**src/multi_slot_soft_timer_table_defines.svh**
```systemverilog
// ----------------------------------------------------------------------------
// Timer table assertion macros
// Concurrent check wrappers; define NO_ASSERTIONS to compile them out.
// ----------------------------------------------------------------------------
`ifndef MULTI_SLOT_SOFT_TIMER_TABLE_DEFINES_SVH
`define MULTI_SLOT_SOFT_TIMER_TABLE_DEFINES_SVH

`ifndef NO_ASSERTIONS

// Consequent must hold in the same cycle as the antecedent.
`define MSTT_ASSERT_SAME(label, ante, cons) \
  label: assert property (@(posedge clk) disable iff (rst) (ante) |-> (cons)) \
    else $error("mstt: same-cycle check failed");

// Consequent must hold in the cycle after the antecedent.
`define MSTT_ASSERT_NEXT(label, ante, cons) \
  label: assert property (@(posedge clk) disable iff (rst) (ante) |=> (cons)) \
    else $error("mstt: next-cycle check failed");

`else

`define MSTT_ASSERT_SAME(label, ante, cons)
`define MSTT_ASSERT_NEXT(label, ante, cons)

`endif

`endif

```
**src/mstt_pkg.sv**
```systemverilog
// ----------------------------------------------------------------------------
// Timer table package
// Sizes, command and status codes, and transaction payload types.
// ----------------------------------------------------------------------------
`default_nettype none

package mstt_pkg;

  // Table geometry
  localparam int SLOTS     = 16;
  localparam int TICK_BITS = 32;
  localparam int IDX_W     = (SLOTS > 1) ? $clog2(SLOTS) : 1;

  // Shared adder: 32-bit operands plus a borrow bit
  localparam int ALU_W  = 33;
  localparam int LATE_W = 31;

  // Command codes
  typedef enum logic [1:0] {
    KIND_ADD    = 2'd0,
    KIND_REMOVE = 2'd1,
    KIND_SCAN   = 2'd2
  } kind_t;

  // Result codes
  typedef enum logic [2:0] {
    ST_ADDED     = 3'd0,
    ST_FULL      = 3'd1,
    ST_REMOVED   = 3'd2,
    ST_NOT_FOUND = 3'd3,
    ST_FIRED     = 3'd4,
    ST_NONE_DUE  = 3'd5
  } status_t;

  // Command transaction
  typedef struct packed {
    logic [1:0]         kind;
    logic [7:0]         handle;
    logic signed [31:0] delay_ms;
    logic [30:0]        repeat_ms;
    logic [30:0]        expire_ms;
    logic [31:0]        now_tick;
  } cmd_t;

  // Result transaction
  typedef struct packed {
    status_t            status;
    logic [3:0]         slot;
    logic [7:0]         task_handle;
    logic               finished;
    logic [LATE_W-1:0]  lateness_ms;
    logic               last;
  } rsp_t;

  // Shared adder request
  typedef struct packed {
    logic [ALU_W-1:0] a;
    logic [ALU_W-1:0] b;
    logic             sub;
  } alu_req_t;

endpackage

`default_nettype wire

```
**src/mstt_alu.sv**
```systemverilog
// ----------------------------------------------------------------------------
// Timer table shared adder
// One 33-bit add/subtract unit; bit 32 of a difference is the borrow.
// ----------------------------------------------------------------------------
`default_nettype none

module mstt_alu (
  input  wire mstt_pkg::alu_req_t      req,
  output logic [mstt_pkg::ALU_W-1:0]  res
);

  // Add or subtract, selected by the sequencer
  always_comb begin
    if (req.sub) begin
      res = req.a - req.b;
    end else begin
      res = req.a + req.b;
    end
  end

endmodule

`default_nettype wire

```
**src/multi_slot_soft_timer_table.sv**
```systemverilog
// ----------------------------------------------------------------------------
// Multi-slot soft timer table
// Add, remove and scan commands over a table of one-shot/periodic timers.
// ----------------------------------------------------------------------------
// A command is taken when start is high and busy is low. Every result is
// shown on rsp for exactly one cycle with rsp_valid high and cannot be held
// off, so the receiver must take it then; rsp.last marks the final result of
// a command, and an unused kind code gives no result. Add, and add or remove
// with a zero handle, are answered straight from idle (busy stays low). Remove
// walks the table, matching each live slot's handle, with a closing step if
// none matches. Scan walks the table with one shared 33-bit adder used five
// times per due slot: free slots are skipped, live slots get a due test, and
// due slots a lifetime test and write-back; a closing step ends the walk. The
// slot record store is a single-port-write, registered-read memory.
// ----------------------------------------------------------------------------
`default_nettype none

`include "multi_slot_soft_timer_table_defines.svh"

module multi_slot_soft_timer_table (
  input  wire logic           clk,
  input  wire logic           rst,
  input  wire logic           start,
  input  wire mstt_pkg::cmd_t cmd,
  output logic                busy,
  output mstt_pkg::rsp_t      rsp,
  output logic                rsp_valid
);

  localparam int SLOTS = mstt_pkg::SLOTS;
  localparam int TB    = mstt_pkg::TICK_BITS;
  localparam int IW    = mstt_pkg::IDX_W;

  typedef enum logic [2:0] {
    S_IDLE, S_RD, S_CHK, S_CMP, S_SINCE, S_LIFE, S_WB, S_END
  } state_t;

  // One slot record
  typedef struct packed {
    logic [7:0]    handle;
    logic [TB-1:0] start;
    logic [TB-1:0] origin;
    logic [31:0]   trigger;
    logic [30:0]   rep;
    logic [30:0]   lifetime;
  } rec_t;

  state_t                    state;
  logic [IW-1:0]             idx;
  logic [SLOTS-1:0]          live;
  mstt_pkg::cmd_t            cmd_q;
  rec_t                      mem [SLOTS];
  rec_t                      rd_rec;
  logic [TB-1:0]             elapsed;
  logic [TB-1:0]             since;
  logic [31:0]               late;
  logic                      expired;
  mstt_pkg::rsp_t            pend;
  logic                      pend_valid;

  logic                      free_found;
  logic [IW-1:0]             free_idx;
  logic                      at_end;
  logic                      fire;
  logic                      fin;
  mstt_pkg::alu_req_t        alu_req;
  logic [mstt_pkg::ALU_W-1:0] alu_res;
  logic                      mem_we;
  logic [IW-1:0]             mem_waddr;
  rec_t                      mem_wdata;

  function automatic mstt_pkg::rsp_t mk_rsp(input mstt_pkg::status_t st,
                                            input logic [3:0] sl,
                                            input logic [7:0] h,
                                            input logic f,
                                            input logic [30:0] lt,
                                            input logic lst);
    mstt_pkg::rsp_t r;
    r.status      = st;
    r.slot        = sl;
    r.task_handle = h;
    r.finished    = f;
    r.lateness_ms = lt;
    r.last        = lst;
    return r;
  endfunction

  assign busy   = (state != S_IDLE);
  assign at_end = (idx == IW'(SLOTS - 1));

  // Lowest free slot
  always_comb begin
    free_found = 1'b0;
    free_idx   = '0;
    for (int i = SLOTS - 1; i >= 0; i--) begin
      if (!live[i]) begin
        free_found = 1'b1;
        free_idx   = IW'(i);
      end
    end
  end

  // Shared adder operand select
  always_comb begin
    alu_req = '0;
    case (state)
      S_CHK: begin
        alu_req.a   = mstt_pkg::ALU_W'(cmd_q.now_tick[TB-1:0]);
        alu_req.b   = mstt_pkg::ALU_W'(rd_rec.start);
        alu_req.sub = 1'b1;
      end
      S_CMP: begin
        alu_req.a   = mstt_pkg::ALU_W'(elapsed);
        alu_req.b   = {1'b0, rd_rec.trigger};
        alu_req.sub = 1'b1;
      end
      S_SINCE: begin
        alu_req.a   = mstt_pkg::ALU_W'(cmd_q.now_tick[TB-1:0]);
        alu_req.b   = mstt_pkg::ALU_W'(rd_rec.origin);
        alu_req.sub = 1'b1;
      end
      S_LIFE: begin
        alu_req.a   = {2'b00, rd_rec.lifetime};
        alu_req.b   = mstt_pkg::ALU_W'(since);
        alu_req.sub = 1'b1;
      end
      S_WB: begin
        alu_req.a   = mstt_pkg::ALU_W'(rd_rec.start);
        alu_req.b   = {1'b0, rd_rec.trigger};
        alu_req.sub = 1'b0;
      end
      default: ;
    endcase
  end

  mstt_alu u_alu (
    .req (alu_req),
    .res (alu_res)
  );

  // Due when elapsed - trigger is positive; freed if one-shot or expired
  assign fire = !alu_res[32] && (alu_res[31:0] != 32'd0);
  assign fin  = (rd_rec.rep == 31'd0) || expired;

  // Record store write: new timer on add, advanced timer on fire
  always_comb begin
    mem_we    = 1'b0;
    mem_waddr = idx;
    mem_wdata = rd_rec;
    if (state == S_IDLE && start && cmd.kind == mstt_pkg::KIND_ADD &&
        cmd.handle != 8'd0 && free_found) begin
      mem_we             = 1'b1;
      mem_waddr          = free_idx;
      mem_wdata.handle   = cmd.handle;
      mem_wdata.start    = cmd.now_tick[TB-1:0];
      mem_wdata.origin   = cmd.now_tick[TB-1:0];
      mem_wdata.trigger  = cmd.delay_ms[31] ? {1'b0, cmd.repeat_ms}
                                            : $unsigned(cmd.delay_ms);
      mem_wdata.rep      = cmd.repeat_ms;
      mem_wdata.lifetime = cmd.expire_ms;
    end else if (state == S_WB) begin
      mem_we          = 1'b1;
      mem_wdata.start = alu_res[TB-1:0];
      if (rd_rec.rep != 31'd0) begin
        mem_wdata.trigger = {1'b0, rd_rec.rep};
      end
    end
  end

  // Record store, registered read at the walk index
  always_ff @(posedge clk) begin
    if (mem_we) begin
      mem[mem_waddr] <= mem_wdata;
    end
    rd_rec <= mem[idx];
  end

  // Sequencer
  always_ff @(posedge clk) begin
    if (rst) begin
      state      <= S_IDLE;
      idx        <= '0;
      live       <= '0;
      rsp_valid  <= 1'b0;
      pend_valid <= 1'b0;
    end else begin
      case (state)
        S_IDLE: begin
          // Add and zero-handle remove answer right away
          rsp_valid <= start && (cmd.kind == mstt_pkg::KIND_ADD ||
                                 (cmd.kind == mstt_pkg::KIND_REMOVE &&
                                  cmd.handle == 8'd0));
          if (start) begin
            cmd_q <= cmd;
            idx   <= '0;
            case (cmd.kind)
              mstt_pkg::KIND_ADD: begin
                if (cmd.handle == 8'd0) begin
                  rsp <= mk_rsp(mstt_pkg::ST_NOT_FOUND, 4'd0, 8'd0, 1'b0, 31'd0, 1'b1);
                end else if (free_found) begin
                  live[free_idx] <= 1'b1;
                  rsp <= mk_rsp(mstt_pkg::ST_ADDED, 4'(free_idx), cmd.handle,
                                1'b0, 31'd0, 1'b1);
                end else begin
                  rsp <= mk_rsp(mstt_pkg::ST_FULL, 4'd0, 8'd0, 1'b0, 31'd0, 1'b1);
                end
              end
              mstt_pkg::KIND_REMOVE: begin
                if (cmd.handle == 8'd0) begin
                  rsp <= mk_rsp(mstt_pkg::ST_NOT_FOUND, 4'd0, 8'd0, 1'b0, 31'd0, 1'b1);
                end else begin
                  state <= S_RD;
                end
              end
              mstt_pkg::KIND_SCAN: begin
                state <= S_RD;
              end
              default: ;
            endcase
          end
        end

        // Skip free slots; read the record of a live one
        S_RD: begin
          rsp_valid <= 1'b0;
          if (live[idx]) begin
            state <= S_CHK;
          end else if (at_end) begin
            state <= S_END;
          end else begin
            idx <= idx + 1'b1;
          end
        end

        // Remove: handle match. Scan: elapsed time
        S_CHK: begin
          rsp_valid <= (cmd_q.kind == mstt_pkg::KIND_REMOVE) &&
                       (rd_rec.handle == cmd_q.handle);
          if (cmd_q.kind == mstt_pkg::KIND_REMOVE) begin
            if (rd_rec.handle == cmd_q.handle) begin
              live[idx] <= 1'b0;
              rsp <= mk_rsp(mstt_pkg::ST_REMOVED, 4'(idx), cmd_q.handle,
                            1'b0, 31'd0, 1'b1);
              state <= S_IDLE;
            end else if (at_end) begin
              state <= S_END;
            end else begin
              idx   <= idx + 1'b1;
              state <= S_RD;
            end
          end else begin
            elapsed <= alu_res[TB-1:0];
            state   <= S_CMP;
          end
        end

        // Due test
        S_CMP: begin
          rsp_valid <= 1'b0;
          if (fire) begin
            late  <= alu_res[31:0];
            state <= S_SINCE;
          end else if (at_end) begin
            state <= S_END;
          end else begin
            idx   <= idx + 1'b1;
            state <= S_RD;
          end
        end

        // Time since the add
        S_SINCE: begin
          rsp_valid <= 1'b0;
          since     <= alu_res[TB-1:0];
          state     <= S_LIFE;
        end

        // Lifetime test: borrow means since exceeds lifetime
        S_LIFE: begin
          rsp_valid <= 1'b0;
          expired   <= (rd_rec.lifetime != 31'd0) && alu_res[32];
          state     <= S_WB;
        end

        // Fire: release the held result, hold this one until we know if last
        S_WB: begin
          rsp_valid <= pend_valid;
          if (pend_valid) begin
            rsp <= pend;
          end
          pend <= mk_rsp(mstt_pkg::ST_FIRED, 4'(idx), rd_rec.handle, fin,
                         late[31] ? {mstt_pkg::LATE_W{1'b1}} : late[30:0], 1'b0);
          pend_valid <= 1'b1;
          if (fin) begin
            live[idx] <= 1'b0;
          end
          if (at_end) begin
            state <= S_END;
          end else begin
            idx   <= idx + 1'b1;
            state <= S_RD;
          end
        end

        // Closing result of the walk
        S_END: begin
          rsp_valid <= 1'b1;
          if (cmd_q.kind == mstt_pkg::KIND_REMOVE) begin
            rsp <= mk_rsp(mstt_pkg::ST_NOT_FOUND, 4'd0, 8'd0, 1'b0, 31'd0, 1'b1);
          end else if (pend_valid) begin
            rsp <= mk_rsp(pend.status, pend.slot, pend.task_handle, pend.finished,
                          pend.lateness_ms, 1'b1);
          end else begin
            rsp <= mk_rsp(mstt_pkg::ST_NONE_DUE, 4'd0, 8'd0, 1'b0, 31'd0, 1'b1);
          end
          pend_valid <= 1'b0;
          state      <= S_IDLE;
        end

        default: begin
          rsp_valid <= 1'b0;
          state     <= S_IDLE;
        end
      endcase
    end
  end

  // Checks
  `MSTT_ASSERT_SAME(a_idle_no_pend, !busy, !pend_valid)
  `MSTT_ASSERT_SAME(a_idle_rsp_last, rsp_valid && !busy, rsp.last)
  `MSTT_ASSERT_SAME(a_mid_rsp_busy, rsp_valid && !rsp.last, busy)
  `MSTT_ASSERT_NEXT(a_scan_starts, start && !busy && cmd.kind == mstt_pkg::KIND_SCAN, busy)

endmodule

`default_nettype wire
```
**config.mk**
```make
export PLATFORM = sky130hd
export DESIGN_NAME = multi_slot_soft_timer_table
export DESIGN_NICKNAME = d
export VERILOG_FILES = /design/src/mstt_pkg.sv /design/src/mstt_alu.sv /design/src/multi_slot_soft_timer_table.sv
export VERILOG_INCLUDE_DIRS = /design/src /design/src/src
export SDC_FILE = /design/constraint.sdc
export NUM_CORES = 2
export LEC_CHECK = 0
export ABC_AREA = 0
export BUFFER_PORTS_ARGS = -buffer_cell sky130_fd_sc_hd__clkbuf_2
export CAP_MARGIN = 20
export CORE_MARGIN = 8
export CORE_UTILIZATION = 40
export DETAILED_ROUTE_END_ITERATION = 10
export SLEW_MARGIN = 10
export SYNTH_ARGS = -nofsm -noshare
export SYNTH_HDL_FRONTEND = slang
export SYNTH_SLANG_ARGS = --single-unit
```
**constraint.sdc**
```tcl
create_clock -name clk -period 9.3 [get_ports clk]
set_input_delay 0.93 -clock clk [delete_from_list [all_inputs] [get_ports clk]]
set_output_delay 0.93 -clock clk [all_outputs]
set_load 0.02 [all_outputs]
```
==> results by group <==
Outcome
  • Status: completed

Placed design
  • DP Worst Slack: 1.49 ns
  • PortBufs: 188
  • Detail Placement HPWL: 189000 um
  • Dpl cell area: 127000 sq um
  • Gpl congestion: 0.887
  • Placed cells: 9838

Cells and area
  • Fin util: 45.9%
  • Fin cells: 10.4k
  • Share of cells above drive strength 1: 27.0%
  • Nets: 6392
  • Area delta synth->final: 14.3%
  • Post-route design area: 137000 sq um
  • Fill cells: 24.8k

Synth
  • Async S/R FF share, synth: 0%
  • Ys Warns: 0
  • Post-synth top area share: 72.1%
  • Synth area leaders: edfxtp_1, mux4_2, dfxtp_1
  • Yosys reg bits: 3078
  • Largest family of logic cells by synthesized area: multiplexers
  • Post-synth top area cell: edfxtp_1
  • Post-Synthesis Cells: 5876
  • Synth top cells by count: edfxtp_1, mux4_2, nand2_1
  • Simple-gate share of the synthesized area: 3.30%
  • Most common cell in the netlist: edfxtp_1
  • Mean Syn Cell Area: 20.5 sq um
  • Post-synthesis mux area share: 16.9%
  • Main synth FF type: edfxtp_1
  • Distinct cells, synth: 86
  • Compound-Gate Fraction of Synth Area: 2.52%
  • Number of synthesized flops with an enable pin: 2887
  • Post-synthesis sequential area ratio: 75.2%
  • Adder-Cell Fraction of Synth Area: 0.401%
  • Synth Area in XOR/XNOR: 0.444%
  • Syn Std Cell Area: 120000 sq um
  • Syn nets: 6053

Clocking
  • Post-CTS Resized: 0
  • H-Tree Depth: 5
  • CTS tree: yes
  • Clk slew on worst S/H paths: 0.06 ns
  • Clock Path Buffers: 4
  • Insertion delay to the later sink of the worst-skew pair: 0.91 ns
  • Root Driver: clkbuf_16
  • Post-CTS setup buffers: 0
  • # hold bufs at CTS: 0
  • Total clock sinks: 3078
  • CTS buffer count: 321

STA
  • Fin crit share: 86.1%
  • Fmax: 0.125 GHz
  • Slew Limit Fails: 0
  • Slew HR: 21.5%
  • Final hold slack: 0.237 ns
  • Worst setup margin: 1.29 ns
  • Clock Skews: 0.0640 ns
  • Unrepaired setup endpoints after global routing: false
  • Period minus WS final: 8.01 ns
  • Final setup fails: 0
  • Slew @ Worst Pin: 1.17 ns
  • Setup_tns: 0 ns
  • Final Hold Vio Count: 0

Floorplan
  • Starting Density: 40.2%
  • # rows: 201
  • Die ar.: 319000 sq um
  • Core area: 300000 sq um
  • Die X: 564 um
  • DIE HEIGHT: 564 um
  • IO Pins: 189

Setup path
  • Critical path fanouts, max: 25
  • Critical path required time: 10.09 ns
  • Most frequent cell on the critical path: o21ai_0
  • Crit path launch type: register
  • Crit. End Element: register
  • CP Class: reg2reg
  • Crit-path max cell delay: 0.76 ns
  • Slowest cell on the critical path: a2111oi_1
  • Crit path buf inv count: 0
  • Worst-path cell chain: nand2b_1 > o21ai_0 > a2111oi_1 > and4_1 > nand2b_1 > nand2_1 > xnor2_1 > o21ai_0 > ha_1 > a21oi_1 > o21ai_0 > a211oi_1 > xnor2_1 > or4b_2 > nor4_1 > nand4_1 > o41ai_4 > o21ai_2 > or4_1 > a21oi_1
  • CP arrival: 8.80 ns
  • Cell family with most CP delay: simple AND/OR/NAND/NOR gates

Job
  • Max-cap check violation count: 0

Global routing
  • Vias in the first global route: 61.6k
  • Met2 usage: 32.3%
  • Grt met3 use: 3.22%
  • Initial antenna violation count: 22
  • Largest net degree at the start of global routing: 134
  • Gr ovfl total: 0
  • First-pass GRT wire length: 470000 um
  • Most Crowded Layer GR: met2
  • Met1 usage: 29.8%
  • All-Layer GR Usage: 20.4%

Power
  • Design Power: 31.2 mW
  • VDD IR-drop max: 0.163 mV
  • Pwr dens: 227 nW/um^2
  • Static Leak: 43.1 nW

Worst hold path
  • Worst hold path type: in2reg

Detailed routing
  • Final WL: 332000 um
  • First-pass detailed-route iteration total: 9
  • Vias: 61.2k
  • 1st-iter DRT viols: 6723
  • DRC errors left: 0
  • Wire per inst: 31.7 um
  • Vias per inst: 5.86
  • Antenna viol nets, final: 0
[final timing paths]
kind / from / slack [ns] / to / cells past startpoint
min: cmd[0] / 0.24 / cmd_q[0] / 1
max reg2reg: state[2] / 1.29 / idx[3] / 20
min reg2reg: rd_rec[165] / 0.47 / pend[40] / 0
max: state[2] / 1.29 / idx[3] / 20
[sequential cells by signal, summed over array words and instances (netlist names), 32 cells and up]
name and cells:
pend 44, rd_rec 166, late 32, elapsed 32, since 32, cmd_q 42
mem 2656, rsp 48
[cells by family after synthesis]
family,Yosys count
adder cells (fa/ha/maj),38
multiplexers,986
flip-flops,3078
XOR/XNOR,61
AND/OR/NAND/NOR,877
buffers and inverters,363
AO/OA/AOI/OAI,473
[per-layer routing]
metal | vias to the layer above | routed length (um)
li1 | 24900 | -
met2 | 2496 | 155000
met3 | 446 | 23800
met4 | 2 | 8840
met5 | - | 13
met1 | 33400 | 143000
[layout make-up]
class                      count  area [sq um]  share of cell area [%]
tap                         3958          4950                    3.60
multi-input combinational   2435         28600                    20.8
timing repair buffer         334          2550                    1.86
inverter                      45           169                   0.123
sequential                  3078         90500                    65.9
clock buffer                 450          8960                    6.52
clock inverter               144          1720                    1.25
antenna                        5          12.5                 0.00910
[cell usage in the layout (no fill, tap or decap), types with 11 or more instances in the layout]
cell,n
a211oi_1,49
a21o_1,12
a21oi_1,155
a222oi_1,11
a22oi_1,27
and2_1,40
buf_12,41
buf_4,100
bufinv_16,24
clkbuf_1,87
clkbuf_16,323
clkbuf_2,188
clkbuf_8,40
clkinv_1,28
clkinv_2,55
clkinv_8,13
dfxtp_1,184
edfxtp_1,2887
ha_1,37
inv_1,43
mux2i_1,139
mux4_2,835
nand2_1,463
nand2b_1,12
nand3_1,28
nand4_1,17
nor2_1,117
nor2_4,20
nor2b_1,41
nor3_1,27
nor4_1,21
o21ai_0,80
o22ai_1,35
or2_2,35
xnor2_1,34
xor2_1,27
[where the power goes]
part	leakage, nW	switching, mW	internal (mW)	total [mW]
sequential	27.6	0.251	15.7	15.9
clock	5.21	5.40	7.47	12.9
combinational	10.3	1.55	0.910	2.46
No activity file was read; power rests on OpenSTA's default activity.
